$ cat src/rtl/hrp_pkg.sv
// Package for the HTTP request parser: phase codes, field-step codes,
// status codes, sizes and character helpers. No dependencies.
package hrp_pkg;

  localparam int unsigned BufferBytes = 2048;
  localparam int unsigned PosW        = 12;
  localparam int unsigned OffW        = 11;
  localparam int unsigned LenW        = 32;

  typedef enum logic [1:0] {
    PH_LINE = 2'd0,
    PH_HEAD = 2'd1,
    PH_BODY = 2'd2,
    PH_DONE = 2'd3
  } phase_t;

  typedef enum logic [1:0] {
    ST_INCOMPLETE = 2'd0,
    ST_COMPLETE   = 2'd1,
    ST_BAD        = 2'd2
  } status_t;

  localparam logic [3:0] FS0 = 4'd0;
  localparam logic [3:0] FS1 = 4'd1;
  localparam logic [3:0] FS2 = 4'd2;
  localparam logic [3:0] FS3 = 4'd3;
  localparam logic [3:0] FS4 = 4'd4;
  localparam logic [3:0] FS5 = 4'd5;
  localparam logic [3:0] FS6 = 4'd6;
  localparam logic [3:0] FS7 = 4'd7;

  localparam logic [7:0] ChCr    = 8'h0d;
  localparam logic [7:0] ChLf    = 8'h0a;
  localparam logic [7:0] ChSlash = 8'h2f;

  typedef struct packed {
    status_t         status;
    logic            keep_alive;
    logic [LenW-1:0] body_length;
    logic [OffW-1:0] url_offset;
    logic [PosW-1:0] url_size;
    logic [OffW-1:0] host_offset;
    logic [PosW-1:0] host_size;
  } result_t;

  function automatic logic [7:0] lower(input logic [7:0] c);
    lower = (c >= 8'h41 && c <= 8'h5a) ? c + 8'd32 : c;
  endfunction

  function automatic logic is_blank(input logic [7:0] c);
    is_blank = (c == 8'h20) || (c == 8'h09);
  endfunction

  // Lower-case literal characters, indexed by position.
  function automatic logic [7:0] get_ch(input logic [3:0] i);
    case (i)
      4'd0: get_ch = "g";
      4'd1: get_ch = "e";
      4'd2: get_ch = "t";
      default: get_ch = 8'h00;
    endcase
  endfunction

  function automatic logic [7:0] ver_ch(input logic [3:0] i);
    case (i)
      4'd0: ver_ch = "h";
      4'd1: ver_ch = "t";
      4'd2: ver_ch = "t";
      4'd3: ver_ch = "p";
      4'd4: ver_ch = "/";
      4'd5: ver_ch = "1";
      4'd6: ver_ch = ".";
      4'd7: ver_ch = "1";
      default: ver_ch = 8'h00;
    endcase
  endfunction

  function automatic logic [7:0] http_ch(input logic [3:0] i);
    case (i)
      4'd0: http_ch = "h";
      4'd1: http_ch = "t";
      4'd2: http_ch = "t";
      4'd3: http_ch = "p";
      4'd4: http_ch = ":";
      4'd5: http_ch = "/";
      4'd6: http_ch = "/";
      default: http_ch = 8'h00;
    endcase
  endfunction

  function automatic logic [7:0] keep_ch(input logic [3:0] i);
    case (i)
      4'd0: keep_ch = "k";
      4'd1: keep_ch = "e";
      4'd2: keep_ch = "e";
      4'd3: keep_ch = "p";
      4'd4: keep_ch = "-";
      4'd5: keep_ch = "a";
      4'd6: keep_ch = "l";
      4'd7: keep_ch = "i";
      4'd8: keep_ch = "v";
      4'd9: keep_ch = "e";
      default: keep_ch = 8'h00;
    endcase
  endfunction

  function automatic logic [7:0] conn_ch(input logic [3:0] i);
    case (i)
      4'd0: conn_ch = "c";
      4'd1: conn_ch = "o";
      4'd2: conn_ch = "n";
      4'd3: conn_ch = "n";
      4'd4: conn_ch = "e";
      4'd5: conn_ch = "c";
      4'd6: conn_ch = "t";
      4'd7: conn_ch = "i";
      4'd8: conn_ch = "o";
      4'd9: conn_ch = "n";
      4'd10: conn_ch = ":";
      default: conn_ch = 8'h00;
    endcase
  endfunction

  function automatic logic [7:0] clen_ch(input logic [3:0] i);
    case (i)
      4'd0: clen_ch = "c";
      4'd1: clen_ch = "o";
      4'd2: clen_ch = "n";
      4'd3: clen_ch = "t";
      4'd4: clen_ch = "e";
      4'd5: clen_ch = "n";
      4'd6: clen_ch = "t";
      4'd7: clen_ch = "-";
      4'd8: clen_ch = "l";
      4'd9: clen_ch = "e";
      4'd10: clen_ch = "n";
      4'd11: clen_ch = "g";
      4'd12: clen_ch = "t";
      4'd13: clen_ch = "h";
      4'd14: clen_ch = ":";
      default: clen_ch = 8'h00;
    endcase
  endfunction

  function automatic logic [7:0] host_ch(input logic [3:0] i);
    case (i)
      4'd0: host_ch = "h";
      4'd1: host_ch = "o";
      4'd2: host_ch = "s";
      4'd3: host_ch = "t";
      4'd4: host_ch = ":";
      default: host_ch = 8'h00;
    endcase
  endfunction

endpackage

$ cat src/rtl/hrp_length_acc.sv
// Saturating decimal accumulate for the content length.
// Depends on hrp_pkg.
module hrp_length_acc (
  input  logic [hrp_pkg::LenW-1:0] acc,
  input  logic [3:0]               digit,
  output logic [hrp_pkg::LenW-1:0] sum
);
  import hrp_pkg::*;

  logic [LenW+4:0] wide;

  // acc*10 = acc*8 + acc*2, then add the digit; saturate on overflow.
  assign wide = ({4'd0, acc, 1'b0} << 2) + {4'd0, acc, 1'b0} + {{(LenW+1){1'b0}}, digit};
  assign sum  = (wide[LenW+4:LenW] != '0) ? '1 : wide[LenW-1:0];

endmodule

$ cat src/rtl/hrp_parse_step.sv
// Next-state and status logic for one request byte.
// Depends on hrp_pkg and hrp_length_acc.
module hrp_parse_step (
  input  logic [7:0]               b_in,
  input  hrp_pkg::phase_t          phase_i,
  input  logic [3:0]               fs_i,
  input  logic [3:0]               lp_i,
  input  logic [2:0]               hm_i,
  input  logic                     crp_i,
  input  logic [hrp_pkg::PosW-1:0] pos_i,
  input  logic [hrp_pkg::OffW-1:0] ub_i,
  input  logic [hrp_pkg::PosW-1:0] uc_i,
  input  logic [hrp_pkg::OffW-1:0] hb_i,
  input  logic [hrp_pkg::PosW-1:0] hc_i,
  input  logic [hrp_pkg::LenW-1:0] lv_i,
  input  logic [hrp_pkg::LenW-1:0] bc_i,
  input  logic                     lf_i,
  output hrp_pkg::phase_t          phase_o,
  output logic [3:0]               fs_o,
  output logic [3:0]               lp_o,
  output logic [2:0]               hm_o,
  output logic                     crp_o,
  output logic [hrp_pkg::PosW-1:0] pos_o,
  output logic [hrp_pkg::OffW-1:0] ub_o,
  output logic [hrp_pkg::PosW-1:0] uc_o,
  output logic [hrp_pkg::OffW-1:0] hb_o,
  output logic [hrp_pkg::PosW-1:0] hc_o,
  output logic [hrp_pkg::LenW-1:0] lv_o,
  output logic [hrp_pkg::LenW-1:0] bc_o,
  output logic                     lf_o,
  output hrp_pkg::status_t         st_o
);
  import hrp_pkg::*;

  logic [7:0]      lb;
  logic            bl;
  logic            dig;
  logic [LenW-1:0] acc_sum;
  logic [LenW-1:0] bc_inc;
  logic [OffW-1:0] pos_lo;
  logic [OffW-1:0] pos_p1;
  logic [3:0]      lp_p1;
  logic [2:0]      hm_n;

  assign lb     = lower(b_in);
  assign bl     = is_blank(b_in);
  assign dig    = (b_in >= 8'h30) && (b_in <= 8'h39);
  assign bc_inc = bc_i + 1'b1;
  assign pos_lo = pos_i[OffW-1:0];
  assign pos_p1 = pos_lo + 1'b1;
  assign lp_p1  = lp_i + 1'b1;

  hrp_length_acc u_acc (
    .acc   (lv_i),
    .digit (b_in[3:0] - 4'd0),
    .sum   (acc_sum)
  );

  always_comb begin
    hm_n = hm_i;
    if (hm_i[0] && !(lp_i < 4'd11 && lb == conn_ch(lp_i))) hm_n[0] = 1'b0;
    if (hm_i[1] && !(lp_i < 4'd15 && lb == clen_ch(lp_i))) hm_n[1] = 1'b0;
    if (hm_i[2] && !(lp_i < 4'd5 && lb == host_ch(lp_i)))  hm_n[2] = 1'b0;
  end

  always_comb begin
    phase_o = phase_i;
    fs_o    = fs_i;
    lp_o    = lp_i;
    hm_o    = hm_i;
    crp_o   = crp_i;
    pos_o   = pos_i;
    ub_o    = ub_i;
    uc_o    = uc_i;
    hb_o    = hb_i;
    hc_o    = hc_i;
    lv_o    = lv_i;
    bc_o    = bc_i;
    lf_o    = lf_i;
    st_o    = ST_INCOMPLETE;

    if (pos_i >= PosW'(BufferBytes)) begin
      st_o = ST_BAD;
    end else begin
      pos_o = pos_i + 1'b1;
      if (phase_i == PH_BODY) begin
        bc_o = bc_inc;
        if (bc_inc >= lv_i) st_o = ST_COMPLETE;
      end else if (crp_i) begin
        if (b_in == ChLf) begin
          crp_o = 1'b0;
          if (phase_i == PH_LINE) begin
            if (fs_i == FS6 && lp_i == 4'd8) begin
              phase_o = PH_HEAD;
              fs_o = FS0; lp_o = 4'd0; hm_o = 3'b111;
            end else begin
              st_o = ST_BAD;
            end
          end else if (fs_i == FS0 && lp_i == 4'd0) begin
            if (lv_i != '0) begin
              phase_o = PH_BODY;
              bc_o = '0;
            end else begin
              st_o = ST_COMPLETE;
            end
          end else begin
            fs_o = FS0; lp_o = 4'd0; hm_o = 3'b111;
          end
        end else begin
          st_o = ST_BAD;
        end
      end else if (b_in == ChCr) begin
        crp_o = 1'b1;
      end else if (b_in == ChLf) begin
        st_o = ST_BAD;
      end else if (phase_i == PH_LINE) begin
        case (fs_i)
          FS0: begin
            if (bl) begin
              if (lp_i != 4'd3) st_o = ST_BAD;
              else fs_o = FS1;
            end else if (lp_i < 4'd3 && lb == get_ch(lp_i)) lp_o = lp_p1;
            else st_o = ST_BAD;
          end
          FS1: begin
            if (!bl) begin
              ub_o = pos_lo;
              if (b_in == ChSlash) begin
                uc_o = 12'd1; fs_o = FS3;
              end else if (lb == "h") begin
                lp_o = 4'd1; fs_o = FS2;
              end else st_o = ST_BAD;
            end
          end
          FS2: begin
            if (!bl && lp_i < 4'd7 && lb == http_ch(lp_i)) begin
              lp_o = lp_p1;
              if (lp_p1 == 4'd7) fs_o = FS4;
            end else st_o = ST_BAD;
          end
          FS3: begin
            if (bl) fs_o = FS5;
            else uc_o = uc_i + 1'b1;
          end
          FS4: begin
            if (bl) st_o = ST_BAD;
            else if (b_in == ChSlash) begin
              ub_o = pos_lo; uc_o = 12'd1; fs_o = FS3;
            end
          end
          FS5: begin
            if (!bl) begin
              fs_o = FS6;
              if (lb == ver_ch(4'd0)) lp_o = 4'd1;
              else begin
                lp_o = 4'd0; st_o = ST_BAD;
              end
            end
          end
          FS6: begin
            if (lp_i < 4'd8 && lb == ver_ch(lp_i)) lp_o = lp_p1;
            else st_o = ST_BAD;
          end
          default: st_o = ST_BAD;
        endcase
      end else begin
        case (fs_i)
          FS0: begin
            hm_o = hm_n;
            lp_o = lp_p1;
            if (hm_n[0] && lp_p1 == 4'd11) fs_o = FS1;
            else if (hm_n[1] && lp_p1 == 4'd15) begin
              lv_o = '0; fs_o = FS3;
            end else if (hm_n[2] && lp_p1 == 4'd5) begin
              hb_o = pos_p1; hc_o = '0; fs_o = FS5;
            end else if (hm_n == 3'b000) fs_o = FS7;
          end
          FS1, FS2: begin
            if (!(fs_i == FS1 && bl)) begin
              if (fs_i == FS1) begin
                fs_o = FS2;
                if (lb == keep_ch(4'd0)) lp_o = 4'd1;
                else begin
                  lp_o = 4'd0; fs_o = FS7;
                end
              end else if (lp_i < 4'd10 && lb == keep_ch(lp_i)) begin
                lp_o = lp_p1;
                if (lp_p1 == 4'd10) begin
                  lf_o = 1'b1; fs_o = FS7;
                end
              end else fs_o = FS7;
            end
          end
          FS3, FS4: begin
            if (!(fs_i == FS3 && bl)) begin
              fs_o = FS4;
              if (dig) lv_o = acc_sum;
              else fs_o = FS7;
            end
          end
          FS5: begin
            if (bl) hb_o = pos_p1;
            else begin
              hc_o = 12'd1; fs_o = FS6;
            end
          end
          FS6: hc_o = hc_i + 1'b1;
          default: ;
        endcase
      end
    end
    if (st_o != ST_INCOMPLETE) phase_o = PH_DONE;
  end

endmodule

$ cat src/rtl/http_request_parser_core.sv
// HTTP GET request parser, one byte per word.
// Output: a result is registered when its byte is accepted and appears in the next cycle.
// Throughput: one byte per cycle unless a held result stalls in_ready; the parse state updates with each accepted byte.
// Reset: synchronous active-low rst_n clears parse state and out_valid; the result word itself is not reset.
// A finished request (complete or bad) makes the next byte start from fresh state.
// Depends on hrp_pkg, hrp_parse_step.
module http_request_parser_core (
  input  logic                         clk,
  input  logic                         rst_n,
  input  logic                         in_valid,
  output logic                         in_ready,
  input  logic [7:0]                   in_data_byte,
  output logic                         out_valid,
  input  logic                         out_ready,
  output logic [1:0]                   out_status,
  output logic                         out_keep_alive,
  output logic [hrp_pkg::LenW-1:0]     out_body_length,
  output logic [hrp_pkg::OffW-1:0]     out_url_offset,
  output logic [hrp_pkg::PosW-1:0]     out_url_size,
  output logic [hrp_pkg::OffW-1:0]     out_host_offset,
  output logic [hrp_pkg::PosW-1:0]     out_host_size
);
  import hrp_pkg::*;

  // Parse state
  phase_t          phase_r;
  logic [3:0]      fs_r, lp_r;
  logic [2:0]      hm_r;
  logic            crp_r, lf_r;
  logic [PosW-1:0] pos_r, uc_r, hc_r;
  logic [OffW-1:0] ub_r, hb_r;
  logic [LenW-1:0] lv_r, bc_r;

  // State as seen by the step: a finished request starts afresh.
  phase_t          phase_c;
  logic [3:0]      fs_c, lp_c;
  logic [2:0]      hm_c;
  logic            crp_c, lf_c;
  logic [PosW-1:0] pos_c, uc_c, hc_c;
  logic [OffW-1:0] ub_c, hb_c;
  logic [LenW-1:0] lv_c, bc_c;

  phase_t          phase_nxt;
  logic [3:0]      fs_nxt, lp_nxt;
  logic [2:0]      hm_nxt;
  logic            crp_nxt, lf_nxt;
  logic [PosW-1:0] pos_nxt, uc_nxt, hc_nxt;
  logic [OffW-1:0] ub_nxt, hb_nxt;
  logic [LenW-1:0] lv_nxt, bc_nxt;
  status_t         st_nxt;

  result_t res_r, res_nxt;
  logic    out_valid_r;
  logic    accept;

  // Take a new word whenever the output stage is empty or being drained.
  assign in_ready = !out_valid_r || out_ready;
  assign accept   = in_valid && in_ready;

  always_comb begin
    if (phase_r == PH_DONE) begin
      phase_c = PH_LINE; fs_c = FS0; lp_c = 4'd0; hm_c = 3'b111; crp_c = 1'b0;
      pos_c = '0; ub_c = '0; uc_c = '0; hb_c = '0; hc_c = '0;
      lv_c = '0; bc_c = '0; lf_c = 1'b0;
    end else begin
      phase_c = phase_r; fs_c = fs_r; lp_c = lp_r; hm_c = hm_r; crp_c = crp_r;
      pos_c = pos_r; ub_c = ub_r; uc_c = uc_r; hb_c = hb_r; hc_c = hc_r;
      lv_c = lv_r; bc_c = bc_r; lf_c = lf_r;
    end
  end

  hrp_parse_step u_step (
    .b_in (in_data_byte), .phase_i (phase_c), .fs_i (fs_c), .lp_i (lp_c),
    .hm_i (hm_c), .crp_i (crp_c), .pos_i (pos_c), .ub_i (ub_c), .uc_i (uc_c),
    .hb_i (hb_c), .hc_i (hc_c), .lv_i (lv_c), .bc_i (bc_c), .lf_i (lf_c),
    .phase_o (phase_nxt), .fs_o (fs_nxt), .lp_o (lp_nxt), .hm_o (hm_nxt),
    .crp_o (crp_nxt), .pos_o (pos_nxt), .ub_o (ub_nxt), .uc_o (uc_nxt),
    .hb_o (hb_nxt), .hc_o (hc_nxt), .lv_o (lv_nxt), .bc_o (bc_nxt),
    .lf_o (lf_nxt), .st_o (st_nxt)
  );

  // Fields are reported only with a complete request; zero otherwise.
  always_comb begin
    res_nxt = '0;
    res_nxt.status = st_nxt;
    if (st_nxt == ST_COMPLETE) begin
      res_nxt.keep_alive  = lf_nxt;
      res_nxt.body_length = lv_nxt;
      res_nxt.url_offset  = ub_nxt;
      res_nxt.url_size    = uc_nxt;
      res_nxt.host_offset = hb_nxt;
      res_nxt.host_size   = hc_nxt;
    end
  end

  always_ff @(posedge clk) begin
    if (!rst_n) begin
      phase_r <= PH_LINE; fs_r <= FS0; lp_r <= 4'd0; hm_r <= 3'b111; crp_r <= 1'b0;
      pos_r <= '0; ub_r <= '0; uc_r <= '0; hb_r <= '0; hc_r <= '0;
      lv_r <= '0; bc_r <= '0; lf_r <= 1'b0;
      out_valid_r <= 1'b0;
    end else begin
      if (accept) begin
        phase_r <= phase_nxt; fs_r <= fs_nxt; lp_r <= lp_nxt; hm_r <= hm_nxt;
        crp_r <= crp_nxt; pos_r <= pos_nxt; ub_r <= ub_nxt; uc_r <= uc_nxt;
        hb_r <= hb_nxt; hc_r <= hc_nxt; lv_r <= lv_nxt; bc_r <= bc_nxt;
        lf_r <= lf_nxt;
        out_valid_r <= 1'b1;
      end else if (out_ready) begin
        out_valid_r <= 1'b0;
      end
    end
  end

  // Hold the result word until taken.
  always_ff @(posedge clk) begin
    if (accept) res_r <= res_nxt;
  end

  assign out_valid       = out_valid_r;
  assign out_status      = res_r.status;
  assign out_keep_alive  = res_r.keep_alive;
  assign out_body_length = res_r.body_length;
  assign out_url_offset  = res_r.url_offset;
  assign out_url_size    = res_r.url_size;
  assign out_host_offset = res_r.host_offset;
  assign out_host_size   = res_r.host_size;

`ifndef NO_ASSERTIONS
  a_done_status: assert property (@(posedge clk) disable iff (!rst_n)
    accept && (phase_nxt == PH_DONE) |-> st_nxt != ST_INCOMPLETE)
    else $error("finished phase without a final status");
  a_pos_bound: assert property (@(posedge clk) disable iff (!rst_n)
    pos_r <= PosW'(BufferBytes))
    else $error("byte position beyond buffer");
  a_stall_hold: assert property (@(posedge clk) disable iff (!rst_n)
    out_valid && !out_ready |=> $stable(res_r) && out_valid)
    else $error("result word changed while stalled");
`endif

endmodule
$ cat config.mk
export PLATFORM = sky130hd
export DESIGN_NAME = http_request_parser_core
export DESIGN_NICKNAME = d
export VERILOG_FILES = /design/src/rtl/hrp_pkg.sv /design/src/rtl/hrp_length_acc.sv /design/src/rtl/hrp_parse_step.sv /design/src/rtl/http_request_parser_core.sv
export SDC_FILE = /design/constraint.sdc
export NUM_CORES = 1
export LEC_CHECK = 0
export BUFFER_PORTS_ARGS = -buffer_cell sky130_fd_sc_hd__buf_4
export CORE_MARGIN = 2
export CORE_UTILIZATION = 35
export DETAILED_ROUTE_END_ITERATION = 7
export SYNTH_ARGS = -nofsm -noshare
export SYNTH_HDL_FRONTEND = slang
export SYNTH_SLANG_ARGS = --single-unit
$ cat constraint.sdc
create_clock -name clk -period 15.2 [get_ports clk]
set_clock_uncertainty 0.2 [all_clocks]
set_input_delay 1.52 -clock clk [delete_from_list [all_inputs] [get_ports clk]]
set_output_delay 1.52 -clock clk [all_outputs]
set_load 0.01 [all_outputs]
[Word-level counts from Yosys, hierarchy flattened]
Memory sizes are Yosys's and may differ from the RTL's.
Cells that the tools add are included.
Operators by class
  multiplexer cells: 234
  magnitude comparators: 13
  add/subtract/negate cells: 9
  reductions and logical operators: 41
  equality and inequality tests: 36
Operators with widths (number)
  2-to-1 mux 32 bit: 20
  2-to-1 mux 12 bit: 23
  2-to-1 mux 8 bit: 33
  2-to-1 mux 11 bit: 21
  2-to-1 mux 4 bit: 53
  case mux 7 bit (5 select lines): 2
  case mux 32 bit (2 select lines): 1
  2-to-1 mux 2 bit: 31
  equality test 8 bit: 6
  case mux 11 bit (2 select lines): 2
  2-to-1 mux 3 bit: 13
  adder 36 x 4 -> 37 bit: 1
  adder 12 x 1 -> 12 bit (second input constant): 3
  adder 35 x 33 -> 36 bit: 1
  case mux 12 bit (3 select lines): 1
  adder 32 x 1 -> 32 bit (second input constant): 1
  equality test 4 x 3 -> 1 bit (second input constant): 8
  greater-or-equal comparator 32 bit: 1
  nonzero test 32 bit: 1
  2-to-1 mux 1 bit: 27
  equality test 8 x 4 -> 1 bit (second input constant): 3
  case mux 12 bit (2 select lines): 1
  case mux 4 bit (6 select lines): 1
  logical AND 1 bit: 21
  33 further kinds: 58
Storage, ports and cells
  memory bits (read-only): 384
  memories kept: 4
  input port bits: 12
  output and inout bits: 83
  register bits after elaboration: 219
Memory list
  (name not given): depth 16, bits a word 7, rd ports 1, clocked after Yosys merged registers in 0, write ports 0, line hrp_pkg.sv:92  | case (i)
  (name not given): depth 16, bits a word 7, rd ports 1, clocked after Yosys merged registers in 0, write ports 0, line hrp_pkg.sv:108  | case (i)
  (name not given): depth 16, bits a word 7, rd ports 1, clocked after Yosys merged registers in 0, write ports 0, line hrp_pkg.sv:125  | case (i)
  (name not given): depth 8, bits a word 6, rd ports 1, clocked after Yosys merged registers in 0, write ports 0, line hrp_pkg.sv:65  | case (i)

[Longest topological paths before layout]
Gate-level depths: netlist (run 1).
  depth in word-level cells: 25
  depth in mapped cells: 29

[Hierarchy]
From an unflattened synthesis (run 1), not the netlist that was laid out.
Unflattened totals
  cells, all modules: 2426
  area total of the unflattened synthesis: 19179.6 µm²
By module, submodules not included
  http_request_parser_core: cells each 920, instances 1, area an instance 9352.7 µm²
  hrp_parse_step: cells each 1135, instances 1, area an instance 7020.5 µm²
  hrp_length_acc: cells each 371, instances 1, area an instance 2806.4 µm²

[Least setup slack after synthesis (run 1)]
Ideal clock, no wire load.
  path type: reg2reg
  start: register phase_r[0]
  end: register res_r, in the netlist out_body_length[7] (data pin)
  path buffers: 10
  path slack: 9029 ps
  stages on the path, launching flop included: 30
  arrival: 5699 ps
  required time: 14728 ps
  cells stage by stage: dfxtp_1 -> ha_1 -> buf_6 -> buf_6 -> buf_6 -> buf_2 -> buf_2 -> buf_2 -> buf_2 -> clkbuf_1 -> clkbuf_1 -> nor2b_1 -> ha_1 -> nand3_1 -> nor3_2 -> nand3_1 -> or4_1 -> nor3_1 -> nand2_1 -> xor2_1 -> nor2_1 -> ha_1 -> nor2b_1 -> o21ai_0 -> a21oi_1 -> nor3_1 -> o21ai_0 -> o41ai_2 -> clkbuf_1 -> nor4_1
Between the ends
  longest elaborated chain between the ends: 24
  elaborated cells between the ends (all ways): 126
  classes of those cells: add/sub: 4; order compare: 7; eq/ne: 24; mux: 65; reduce/logical: 23; memory: 3
Ends and longest elaborated chain
  start: declaration: line http_request_parser_core.sv:26  | phase_t phase_r;
  start signal: assignment: line http_request_parser_core.sv:104  | phase_r <= phase_nxt; fs_r <= fs_nxt; lp_r <= lp_nxt; hm_r <= hm_nxt;
  parallel branches: the longest is 24 deep, another holds adder 36 x 4 -> 37 bit
  end signal: assignment: line http_request_parser_core.sv:117  | if (accept) res_r <= res_nxt;
  end: declaration: line http_request_parser_core.sv:52  | result_t res_r, res_nxt;
Several ways; the timed one is not identified. The select of a mux whose other input is x is not followed.
A chain may end at the register's enable or synchronous reset.

[Worst setup path after layout (run 1)]
  start: register phase_r[0]
  end: register res_r, in the netlist out_body_length[22] (data pin)
The elaborated chain is that of the path after synthesis.

==> metrics, run 1 <==
Hold Path Depth 2; die span in y 229 µm; total global-route track usage 24.7%; count of boundary I/O pins 95; hold path start ub_r[10]$_SDFFE_PN0P_; start point of the critical path phase_r[0]$_SDFFE_PN0P_; GRT overflow 0; cell type with the highest aggregate area in the netlist dfxtp_1; most used standard cell by instance count after synthesis nor2_1; buffers added on ports 94; violated checks capacitance limit; final std cells w/o fill 3025; largest family of logic cells by synthesized area compound AO/OA/AOI/OAI gates; multiplexer share of the synthesized area 0.745%; Final TNS setup 0 ns; die area 52200 µm²; Primary FF master, synth dfxtp_1; hold violation count in the final report 0; post-placement cell count 2974; endpoint of the worst hold-timing path ub_r[10]$_SDFFE_PN0P_; Setup crit start kind flop; Post-CTS Resized 0; GPL Wtd Cong 0.981; power per cell area 100 nW/µm²; post-DR wirelength/cell 22.2 µm; post-synthesis compound-gate area fraction 26.9%; number of max-cap violations 1; flop and latch count out of synthesis 219; highest ir drop seen on vdd 0.0670 mV; area share of the largest cell type after synthesis 15.7%; via density per instance 6.16; number of buffers inserted for hold repair after clock tree synthesis 0; share of the clock period used by the worst path after layout 44.0%; CP max FO 47; largest net degree at the start of global routing 86; total CTS buffers 27; reg-to-reg critical path endpoint out_body_length[22]$_SDFFCE_PP0P_; number of distinct standard cells referenced by the synthesized netlist 98; layout-stage area growth over the synthesis result 11.9%; clock latency reported for the late side of the worst-skew pair 0.59 ns; proportion of layout cells with a drive suffix above 1 9.14%; final setup vio count 0; clock root buffer master clkbuf_16; leak pwr 7.53 nW; row count 82; wire length after detailed routing 67.1 mm; DRT iter0 DRCs 2269; beginning of the worst register-to-register path phase_r[0]$_SDFFE_PN0P_; wire length of the first global-routing pass 104 mm; worst slew pin tran 1.47 ns; effective utilization at floorplan 35.3%; result of the run finished with violations; sequential area share after synthesis 29.4%; net count of the finished layout 2457; number of optimization iterations in the first detailed-route pass 8; minimum clock period 6.69 ns; number of post-CTS setup repair buffers 0; number of antenna violations at the first check in global routing 1; endpoint type of the worst setup path flop; # H-tree levels 1; leading post-synthesis cells by instance count nor2_1 (278), nand2_1 (234), a21oi_1 (212); Worst EP required 15.28 ns; max_slew headroom 1.38%; post-synthesis share of cell area spent on xor and xnor gates 4.07%; clock transition at the registers of the reported paths 0.07 ns; DRC viols 0; number of warnings reported in the yosys synthesis log 0; cell types with the largest area share after synthesis dfxtp_1 (16%), edfxtp_1 (14%), ha_1 (8.0%); Post-synth EDFFs 81; TritonCTS clock tree built; Netlist Area Pre-Place 17600 µm²; adder-cell share of the synthesized area 8.13%; cell depth of the worst flop-to-flop path 17; proportion of synthesized flip-flops having asynchronous set or reset 0%; via count of the first global-routing pass 17548; count of mapped cells out of synthesis 2329; type of the tightest min-delay check flop to flop; RSZ-0062 raised after global routing no; Chip Width 229 µm; Synthesized Nets 2455; clock sink count 219; total via count in the routed design 18633; simple-gate share of the synthesized area 25.2%; post-detailed-route count of antenna-violating nets 0; max-slew violations 0; Setup CP Type flop to flop; upper clock frequency limit 149 MHz; DP HPWL 47.8 mm; syn_area_per_cell 7.58 µm²; number of buffers between clock root and the deepest sink 3; data arrival time at the worst-slack endpoint 6.77 ns; FF-to-FF setup slack 8.51 ns; Core Box Area 50000 µm²
[state kept, by name (all words and copies together) (netlist names), 12 cells and up]
name	flops
out_body_length	32
out_url_size	12
pos_r	12
out_host_size	12
bc_r	32
uc_r	12
lv_r	32
hc_r	12
[through the flow]
stage                     area [µm²]  worst slack [ns]  util, %  hold WS [ns]  total power, W
after floorplan                17600              9.03        -         0.236         0.00108
after global placement         18800              8.65     37.6         0.244         0.00127
after detailed placement       18800              8.46     37.6         0.249         0.00127
after CTS                      19700              8.57     39.5         0.258         0.00197
after global routing           19700              8.13     39.5         0.277         0.00205
final                          19700              8.51     39.5         0.260         0.00198
[cells in the final DEF (no fill, tap or decap), drive strengths merged, types with 7 or more instances in the layout]
master   instances
o21ai          197
o21bai           8
o31ai            8
o22ai           22
nand2          234
o21a            22
a221oi          11
o211ai          27
and3            22
nand4           38
xor2            30
nor2b           43
dfxtp          138
nand3b           9
xnor2           52
nand2b          35
mux2i           12
a21o            25
a2bb2oi          9
edfxtp          81
a31oi           27
nor2           279
a211o            8
nand3           75
clkbuf          34
nor3b           14
nor3            63
a21oi          215
or3             29
ha             113
a32oi            8
inv             93
a2111oi          7
buf            125
or2             12
and2            10
a22oi           44
nor4            27
a211oi          44
[area by class of cell]
type	instances	area, µm²
timing repair buffer	125	938
sequential	219	5190
clock buffer	34	732
multi-input combinational	1871	11500
tap	672	841
inverter	87	329
fill	5143	30200
antenna	1	2.50
clock inverter	16	198
[layer usage]
layer / up-vias / share of wire [%] / GRT usage (%) / wire, µm
li1: 8556 / - / - / -
met1: 8879 / 42 / 33.0 / 28500
met2: 1014 / 45 / 39.7 / 30300
met3: 182 / 8.5 / 4.42 / 5710
met4: 2 / 3.9 / 9.66 / 2600
met5: - / 0.010 / 0 / 7
[worst max-delay path by stage]
stage | to | slack [ns] | depth (start not counted)
2_1_floorplan | out_body_length[7]$_SDFFCE_PP0P_ | 9.03 | 29
6_report | out_body_length[22]$_SDFFCE_PP0P_ | 8.51 | 17
3_3_place_gp | lv_r[7]$_SDFFE_PN0P_ | 8.65 | 16
5_1_grt | lv_r[7]$_SDFFE_PN0P_ | 8.13 | 17
3_5_place_dp | lv_r[7]$_SDFFE_PN0P_ | 8.46 | 16
4_1_cts | out_body_length[22]$_SDFFCE_PP0P_ | 8.57 | 17
[critical path: stages, from the launching register on]
cell and delay [ns]:
dfxtp_1 0.36, ha_4 0.31, inv_2 0.79, buf_4 0.48, nand2_1 0.18, inv_1 0.19
ha_1 0.26, ha_1 0.38, nand2_1 0.09, or3_1 0.41, or3_1 0.35, a211oi_1 0.29
o21ai_0 0.13, a211oi_1 0.31, o211ai_2 0.65, or2_0 0.60, o22ai_1 0.23, a31oi_1 0.12
[cell families (layout without fill, tap and decap cells)]
| logic type | Yosys count | in the layout |
|---|---|---|
| AOI/OAI and AO/OA | 745 | 745 |
| xor gates and xnor gates | 82 | 82 |
| adders and majority gates | 114 | 114 |
| buffers and inverters | 239 | 262 |
| DFF | 219 | 219 |
| muxes | 13 | 13 |
| other | 0 | 1 |
| and+or+nand+nor | 917 | 917 |
[report_power, final]
| group | total, W | switching [W] | leakage [nW] | internal, W |
|---|---|---|---|---|
| logic | 0.000615 | 0.000423 | 5.13 | 0.000193 |
| clock network | 0.000692 | 0.000294 | 0.456 | 0.000399 |
| registers | 0.000668 | 0.0000267 | 1.94 | 0.000642 |
Power figures use the tool's default switching activity.
==> run 2: changes to the inputs <==
==> constraint.sdc (replaced) <==
create_clock -name clk -period 6.34 [get_ports clk]
set_clock_uncertainty 0.2 [all_clocks]
set_input_delay 0.634 -clock clk [delete_from_list [all_inputs] [get_ports clk]]
set_output_delay 0.634 -clock clk [all_outputs]
set_load 0.01 [all_outputs]
==> run 2 against run 1 <==
  * The flow now finishes without violations
  * Sequential cell count stayed put
  * First-iteration DRC count is 15% lower
  * Die area is the same
  * Routed wire length up 0.20%
  * Maximum frequency increased by 16%
  * Total power up 140%
  * Critical endpoint is now out_host_size[6]$_SDFFCE_PP0P_
  * Largest cell class unchanged
==> metrics, run 2 (synthesized netlist as in run 1, its figures left out) <==
result of the run finished, final reports clean; hold violation count in the final report 0; effective utilization at floorplan 35.3%; global routing usage on met1 32.7%; most frequent cells in the layout nor2_1 (277), nand2_1 (234), a21oi_1 (212); CP max FO 44; GRT Max-Usage Layer met2; pre-CTS setup slack 0.658 ns; count of boundary I/O pins 95; clock sink count 219; endpoint type of the worst setup path flop; wire length after detailed routing 67.2 mm; die span in y 229 µm; Chip Width 229 µm; net count of the finished layout 2474; DP HPWL 48.6 mm; final cell area excluding filler cells 19900 µm²; Critical Path Slowest Stage Cell ha_1; via density per instance 6.12; total via count in the routed design 18610; number of buffers between clock root and the deepest sink 3; row count 82; worst setup slack after layout 0.572 ns; layout-stage area growth over the synthesis result 12.5%; TritonCTS clock tree built; type of the tightest min-delay check input pin to flop; part of the power in combinational logic 31.4%; M2 GR Usage 39.1%; Setup crit start kind flop; net switching power 0.00172 W; share of total power in the clock network 34.2%; upper clock frequency limit 173 MHz; clock latency reported for the late side of the worst-skew pair 0.56 ns; power per cell area 236 nW/µm²; post-placement cell count 2992; Worst EP required 6.41 ns; post-detailed-route count of antenna-violating nets 0; proportion of layout cells with a drive suffix above 1 9.76%; final setup vio count 0; max-slew violations 0; Setup CP Type flop to flop; met3 Use GR 4.35%; cell repeated most along the worst path buf_4; buffers added on ports 94; Seq pwr share 34.3%; Post-CTS Resized 0; Core Box Area 50000 µm²; clock root buffer master clkbuf_16; total CTS buffers 26; RSZ-0062 raised after global routing no; leak pwr 7.61 nW; final std cells w/o fill 3041; number of buffers inserted for hold repair after clock tree synthesis 0; minimum clock period 5.77 ns; number of optimization iterations in the first detailed-route pass 6; most common cell after layout, fill and taps aside nor2_1; number of max-cap violations 0; DRC viols 0; die area 52200 µm²; Cell Int Power 0.00296 W; max_slew headroom 16.9%; via count of the first global-routing pass 17570; worst-path cell chain ha_4 -> buf_4 -> nor2_1 -> inv_1 -> ha_1 -> nor4bb_1 -> xnor2_1 -> a32o_1 -> o2111ai_1 -> nor4_4 -> buf_4 -> o21ai_2 -> nor3_4 -> nand2_1 -> a221oi_1 -> nor3_1; post-DR wirelength/cell 22.1 µm; GPL Wtd Cong 0.963; worst slew pin tran 1.25 ns; slowest cell delay on critical path 0.76 ns; clock transition at the registers of the reported paths 0.06 ns; number of post-CTS setup repair buffers 0; DRT iter0 DRCs 1918; largest net degree at the start of global routing 86; number of antenna violations at the first check in global routing 1; GRT overflow 0; instance area after placement 18900 µm²; Worst Hold Slack 0.143 ns; Sw Ratio 36.8%; highest ir drop seen on vdd 0.190 mV; Filler Cell Count 5155; # H-tree levels 1; Final TNS setup 0 ns; wire length of the first global-routing pass 103 mm; data arrival time at the worst-slack endpoint 5.84 ns; share of the clock period used by the worst path after layout 91.0%; total global-route track usage 24.7%
-- run 2: metal layers --
metal  routed length, µm  share of wire, %  vias up
met4                3410               5.1        2
met5                   9             0.013        -
met3                5870               8.7      189
met2               29700                44      956
li1                    -                 -     8599
met1               28300                42     8864
-- run 2: worst max-delay path, delay by kind of cell (launching register included) --
family / cells / cell delay, ns
compound gates: 4 / 0.91
simple gates: 6 / 1.81
buf+inv: 3 / 0.95
flops: 1 / 0.42
xor+xnor: 1 / 0.18
fa+ha+maj: 2 / 0.97
-- run 2: layout make-up --
class	count	area [µm²]	area share, %
inverter	87	329	1.66
multi-input combinational	1871	11500	58.0
clock inverter	8	70.1	0.353
tap	672	841	4.23
timing repair buffer	143	1070	5.41
antenna	1	2.50	0.0126
clock buffer	40	838	4.22
sequential	219	5190	26.2
-- run 2: final timing paths --
| check | slack (ns) | depth (start not counted) | end | startpoint |
|---|---|---|---|---|
| setup / recovery | 0.57 | 16 | out_host_size[6]$_SDFFCE_PP0P_ | phase_r[0]$_SDFFE_PN0P_ |
| hold / removal | 0.14 | 3 | out_valid$_SDFFE_PN0P_ | in_valid |
| setup reg to reg | 0.57 | 16 | out_host_size[6]$_SDFFCE_PP0P_ | phase_r[0]$_SDFFE_PN0P_ |
| hold reg to reg | 0.26 | 2 | ub_r[10]$_SDFFE_PN0P_ | ub_r[10]$_SDFFE_PN0P_ |
-- run 2: metrics by stage --
step	total power [W]	util, %
4_1_cts	0.00465	39.7
3_3_place_gp	0.00305	37.9
3_5_place_dp	0.00306	37.9
6_report	0.00468	39.7
5_1_grt	0.00487	39.7
2_1_floorplan	0.00258	-
-- run 2: power groups by stage --
stage               Sequential [W]  Clock, W  Combinational, W
floorplan                  0.00162         0          0.000963
global placement           0.00163         0           0.00142
detailed placement         0.00163         0           0.00143
CTS                        0.00160   0.00161           0.00143
global route               0.00161   0.00167           0.00158
finish                     0.00161   0.00160           0.00147
